===== src/rtl/cts_div.sv =====
// ----------------------------------------------------------------------------
// cts_div: pipelined restoring divider, two numerators over one divisor
// One quotient bit per stage, most significant first; the first stage
// gives the integer bit. Carries a side-band word aligned with the data.
// ----------------------------------------------------------------------------
module cts_div #(
   parameter int NUM_W  = 17,
   parameter int QUO_W  = 15,
   parameter int SIDE_W = 8
) (
   input  logic              clock,
   input  logic              reset,
   input  logic              en,
   input  logic              in_vld,
   input  logic [NUM_W-1:0]  num_u,
   input  logic [NUM_W-1:0]  num_v,
   input  logic [NUM_W-1:0]  den,
   input  logic [SIDE_W-1:0] in_side,
   output logic              out_vld,
   output logic [QUO_W-1:0]  quo_u,
   output logic [QUO_W-1:0]  quo_v,
   output logic [SIDE_W-1:0] out_side
);

   localparam int REM_W = NUM_W + 1;

   logic [REM_W-1:0]  ru_ff   [QUO_W];
   logic [REM_W-1:0]  rv_ff   [QUO_W];
   logic [QUO_W-1:0]  qu_ff   [QUO_W];
   logic [QUO_W-1:0]  qv_ff   [QUO_W];
   logic [NUM_W-1:0]  den_ff  [QUO_W];
   logic [SIDE_W-1:0] side_ff [QUO_W];
   logic [QUO_W-1:0]  vld_ff;

   logic [REM_W-1:0]  tu      [QUO_W];
   logic [REM_W-1:0]  tv      [QUO_W];
   logic [REM_W-1:0]  dd      [QUO_W];
   logic [QUO_W-1:0]  pu      [QUO_W];
   logic [QUO_W-1:0]  pv      [QUO_W];
   logic [SIDE_W-1:0] ps      [QUO_W];
   logic [QUO_W-1:0]  pvld;
   logic [QUO_W-1:0]  geu;
   logic [QUO_W-1:0]  gev;

   // trial remainders: first stage takes the numerator, later ones double
   always_comb begin
      tu[0]   = {1'b0, num_u};
      tv[0]   = {1'b0, num_v};
      dd[0]   = {1'b0, den};
      pu[0]   = '0;
      pv[0]   = '0;
      ps[0]   = in_side;
      pvld[0] = in_vld;
      for (int i = 1; i < QUO_W; i++) begin
         tu[i]   = {ru_ff[i-1][REM_W-2:0], 1'b0};
         tv[i]   = {rv_ff[i-1][REM_W-2:0], 1'b0};
         dd[i]   = {1'b0, den_ff[i-1]};
         pu[i]   = qu_ff[i-1];
         pv[i]   = qv_ff[i-1];
         ps[i]   = side_ff[i-1];
         pvld[i] = vld_ff[i-1];
      end
      for (int i = 0; i < QUO_W; i++) begin
         geu[i] = (tu[i] >= dd[i]);
         gev[i] = (tv[i] >= dd[i]);
      end
   end

   // advance all stages together
   always_ff @(posedge clock) begin
      if (reset) begin
         vld_ff <= '0;
      end else if (en) begin
         vld_ff <= pvld;
      end
   end

   always_ff @(posedge clock) begin
      if (en) begin
         for (int i = 0; i < QUO_W; i++) begin
            ru_ff[i]   <= geu[i] ? tu[i] - dd[i] : tu[i];
            rv_ff[i]   <= gev[i] ? tv[i] - dd[i] : tv[i];
            qu_ff[i]   <= {pu[i][QUO_W-2:0], geu[i]};
            qv_ff[i]   <= {pv[i][QUO_W-2:0], gev[i]};
            den_ff[i]  <= dd[i][NUM_W-1:0];
            side_ff[i] <= ps[i];
         end
      end
   end

   assign out_vld  = vld_ff[QUO_W-1];
   assign quo_u    = qu_ff[QUO_W-1];
   assign quo_v    = qv_ff[QUO_W-1];
   assign out_side = side_ff[QUO_W-1];

endmodule


===== config.mk =====
export PLATFORM = sky130hd
export DESIGN_NAME = cts_div
export DESIGN_NICKNAME = d
export VERILOG_FILES = /design/src/rtl/cts_div.sv
export SDC_FILE = /design/constraint.sdc
export NUM_CORES = 2
export LEC_CHECK = 0
export BUFFER_PORTS_ARGS = -buffer_cell sky130_fd_sc_hd__buf_2
export CAP_MARGIN = 20
export CORE_MARGIN = 2
export CORE_UTILIZATION = 50
export CTS_BUF_LIST = sky130_fd_sc_hd__clkbuf_16
export DETAILED_ROUTE_END_ITERATION = 10
export PLACE_DENSITY = 0.75
export SLEW_MARGIN = 10
export SYNTH_ARGS = -nofsm -noshare
export SYNTH_HDL_FRONTEND = slang
export SYNTH_SLANG_ARGS = --single-unit

===== constraint.sdc =====
create_clock -name clock -period 3.4 [get_ports clock]
set_clock_uncertainty 0.2 [all_clocks]
set_input_delay 0.51 -clock clock [delete_from_list [all_inputs] [get_ports clock]]
set_output_delay 0.51 -clock clock [all_outputs]
set_load 0.01 [all_outputs]

---- Word-level counts from Yosys, hierarchy flattened ----
Memories as Yosys holds them, arrays and structs flattened.
Index checks and enable logic that the tools add are counted.
operators by class
  $add $sub $neg .......................... 30
  order comparisons ....................... 30
  multiplexer cells ....................... 32
operators with widths
  operator        count
  $mux 18         30
  $ge 18x17->1    28
  $sub 18x17->18  28
  $sub 17x17->18  2
  $ge 17x17->1    2
  $mux 1          2
word-level totals
  register bits after elaboration ......... 15
  bits in writable memories ............... 1365
  input port bits ......................... 63
  output and inout bits ................... 39
  word-level logic and storage cells ...... 99
  memories kept ........................... 6
memory list
  memory   depth  width  rd ports  clocked after Yosys merged registers in  wr ports  line  text
  ru_ff    15     18     14        0                                        15        27    logic [REM_W-1:0] ru_ff [QUO_W];
  rv_ff    15     18     14        0                                        15        28    logic [REM_W-1:0] rv_ff [QUO_W];
  den_ff   15     17     14        0                                        15        31    logic [NUM_W-1:0] den_ff [QUO_W];
  qu_ff    15     15     15        0                                        15        29    logic [QUO_W-1:0] qu_ff [QUO_W];
  qv_ff    15     15     15        0                                        15        30    logic [QUO_W-1:0] qv_ff [QUO_W];
  side_ff  15     8      15        0                                        15        32    logic [SIDE_W-1:0] side_ff [QUO_W];

---- Logic depth before layout (Yosys ltp) ----
An unclocked memory read counts as a cell.
  depth in word-level cells ............... 3
  mapped depth ............................ 13
  mapped depth without buffers ............ 12

---- Least setup slack after synthesis ----
Ideal clock, no wire load.
  kind .................................... input port to flip-flop
  start ................................... input num_v[0]
  end ..................................... memory rv_ff[0][15] (netlist bit) (data pin)
  setup time .............................. 0.262 ns
  arrival time ............................ 2.832 ns
  required time ........................... 2.938 ns
  setup slack ............................. 0.105 ns
  stages .................................. 12
  buffers on the path ..................... 1
  cells stage by stage .................... inv_1 ha_1 inv_1 fa_1 a21oi_1 nor2_1 o31ai_1 a21oi_1 a2111oi_0 o21ai_0 buf_2 mux2_1
RTL lines
  element      line  text
  from (decl)  16    input logic [NUM_W-1:0] num_v,
  to (decl)    28

==> parameters.txt <==
Parameter                              Value

Synth
  Post-Synthesis Cell Area    approximately 0.062 mm²
  Synth cell types    97
  Cell count after synthesis    slightly above 5000
  Avg Inst Size Synth    11.9 µm²
  Flip-flop cell with the highest count after synthesis    edfxtp_1
  Flop and latch count out of synthesis    1089
  Share of synthesized registers carrying an async set or reset    0
  Number of warnings printed during yosys synthesis    0
  Sequential element share of the synthesized area    0.527
  Post-synth net total    roughly 5800
  Number of enable flip-flop cells after synthesis    approximately 1100

Timing
  Measured slew at the worst slew-check pin    between 900 and 1000 ps
  RSZ-0062 raised after global routing    yes
  Worst hold slack across all endpoints    -0.498 ps
  Final max-slew violation count    0
  Achievable clock frequency    around 300 MHz
  Portion of the clock cycle consumed by the worst path in the final layout    0.978
  Total negative setup slack    0 ps
  Crit path time final    3320 ps
  Final setup viols    0
  Worst relative slew slack    0.356
  Final hold violation count    1

Pwr
  Worst supply voltage drop on vdd    between 0.5 and 0.6 mV
  Total power of the final layout    around 0.066 W
  PD cells    approximately 940 mW/mm²
  Logic gate share of total power    0.462
  Sequential fraction of design power    0.338
  Cell leakage power    ~28 nW
  Switching part of the total power    0.355
  Part of the total power dissipated in the clock network    0.199
  Net switching power    between 0.02 and 0.025 W
  P_int    0.0428 W

Floorplanning
  Boundary Pins    102
  Height of the chip    between 300 and 400 µm
  Initial Utilization    0.505
  Num rows    128
  Total core area    approximately 0.12 mm²
  Die outline area    0.126 mm²
  Die outline width    about 360 µm

GRT
  First-pass GRT wire length    ~210 mm
  Global-route usage over all layers    0.214
  GRT overflow    0
  Maximum number of pins on one net before global-route repair    between 100 and 150
  Antenna violations before repair    2
  Number of global-route vias before repair    about 40000

Critical path
  Worst stage delay on the critical path    640 ps
  Startpoint of the worst setup timing path    ru_ff[1][72]
  Capture point of the critical path    ru_ff[1][103]
  Critical-path maximum fanout    3
  Cell Chain, Critical Path    ha_1 -> nor2b_1 -> o31ai_1 -> a2111oi_0 -> buf_4 -> nor4b_2 -> o31ai_1 -> a21oi_1 -> xnor2_1 -> mux2_2
  RR Startpoint    ru_ff[1][72]
  Worst r2r dst    ru_ff[1][103]
  Required time of the critical path    roughly 3700 ps
  Crit path DAT    ~3600 ps
  Capturing element type of the critical path    flip-flop
  Buffers and inverters on the worst path    1
  Crit. path cell count    10
  Most prevalent standard cell on the critical path    o31ai_1
  Crit path launch type    flip-flop
  Largest delay contributor family on the critical path    compound AO/OA/AOI/OAI gates
  Type of the setup path with the least slack    reg2reg
  Master of the slowest instance on the critical path    a2111oi_0
  Depth of the worst register-to-register path    10
  Worst reg-to-reg setup slack    between 70 and 80 ps

Clock network
  Clock insertion delay at the later pin of the skew report    720 ps
  # clock sinks    roughly 1100
  # H-tree levels    3
  Number of clock buffers inserted by TritonCTS    ~120
  Max clock buf depth    3
  CTS tree    done
  Clock input transition at the sequential cells of the worst setup and hold paths    about 70 ps
  CTS Root Buffer Type    clkbuf_16

Final layout
  Layout Cell Area excl Fill    a little over 0.07 mm²
  Commonest non-fill, non-tap cell in the layout    edfxtp_1
  Most frequent cells in the layout    edfxtp_1, ha_1, a21oi_1, inv_1, nor2_1
  Area delta synth->final    14.4%
  Fraction of final layout cells sized beyond drive strength 1    0.151
  Layout Nets    6158

Detailed routing
  Number of vias in the routed layout    roughly 40000
  Initial DRT Pass Iterations    6
  Final Routed Wirelength    139 mm
  Number of DRC violations after detailed-routing iteration 0    2928
  DRC violations left    0
  Number of nets still failing antenna checks after routing    0
  Wire per inst    about 19 µm
  Vias per cell    5.60

Job
  Reported max-cap violation count    0

Run status
  Failing checks    negative hold slack
  Outcome    finished with violations

Placed design
  HPWL after DPL    about 100 mm
  Placement-stage cell area    roughly 0.066 mm²
  Gp weighted congestion    about 0.92
  # port buffers    101

Worst hold path
  Type of the tightest min-delay check    in2reg
  WHS Path Cells    1
## metrics by stage
stage	worst slack, ps	std cells	util
5_1_grt	-19.0	7283	0.578
2_1_floorplan	105	5169	-
3_5_place_dp	-271	6991	0.538
6_report	76.4	7284	0.578
4_1_cts	9.48	7268	0.576
3_3_place_gp	-277	6991	0.538
## synth_stat cells, types with 41 or more instances
library cell     n  area, µm²
ha_1           508       6360
clkbuf_1        58        218
o21ai_0        242       1210
a21oi_1        390       1950
a21o_1         169       1270
xnor2_1        253       2220
inv_1          368       1380
nand4_1         49        307
nand3_1         96        480
a211oi_1        43        323
nand2b_1        59        369
nor2_1         366       1370
edfxtp_1      1074      32300
a31oi_1         63        394
and3_1          41        257
nor2b_1         70        438
o21a_1          75        563
mux2_2         243       2740
xor2_1         117       1020
nor3_1          90        450
nand2_1        243        912
## worst min path at each step
stage	startpoint	endpoint	slack (ps)
finish	en	side_ff[0][1]	-0.5
global route	en	side_ff[0][1]	8
CTS	num_u[1]	ru_ff[0][1]	4
detailed placement	qu_ff[1][0]	qu_ff[1][16]	200
global placement	qv_ff[1][8]	qv_ff[1][24]	200
floorplan	qu_ff[0][90]	qu_ff[0][106]	200
## cells by family after synthesis
| group | after synthesis | synth area share |
|---|---|---|
| compound gates | 1250 | 0.130 |
| xor+xnor | 370 | 0.0525 |
| fa+ha+maj | 536 | 0.112 |
| buf+inv | 463 | 0.0301 |
| flops | 1089 | 0.527 |
| mux | 315 | 0.0589 |
| simple gates | 1146 | 0.0895 |
## timing repair
item                                    in CTS  in global routing
hold buffers                                60                  0
endpoints found under the setup margin       3                179
buffers inserted                             0                 14
endpoints found under the hold margin       72                  0
resized for setup                            1                 40
pin swaps                                    0                  6
gates cloned                                 0                  1
## state kept, by name, indices dropped and copies added (netlist names)
register and flops:
den_ff 238, qv_ff 120, qu_ff 120, rv_ff 238
side_ff 120, vld_ff 15, ru_ff 238
## routing by layer
metal | up-vias | track usage | wire length [µm]
met2 | 1035 | 0.369 | 68000
met1 | 19400 | 0.272 | 59000
met3 | 260 | 0.0302 | 6720
met5 | - | 0 | 0
met4 | 0 | 0.0824 | 4850
li1 | 20100 | - | -
## final cells by class
class	instances	area, µm²
Antenna cell	1	2.50
Sequential cell	1089	32600
Fill cell	9859	51600
Tap cell	1625	2030
Clock buffer	121	3030
Multi-Input combinational cell	3617	27500
Timing Repair Buffer	366	3080
Inverter	369	1390
Clock inverter	96	1020
## power by group through the flow
| stage | clock [W] | combinational, W | sequential [W] |
|---|---|---|---|
| 6_report | 0.0132 | 0.0306 | 0.0224 |
| 5_1_grt | 0.0141 | 0.0337 | 0.0227 |
| 4_1_cts | 0.0136 | 0.0303 | 0.0224 |
| 3_5_place_dp | 0 | 0.0300 | 0.0227 |
| 3_3_place_gp | 0 | 0.0294 | 0.0226 |
| 2_1_floorplan | 0 | 0.0228 | 0.0213 |
No activity file was read; power rests on OpenSTA's default activity.
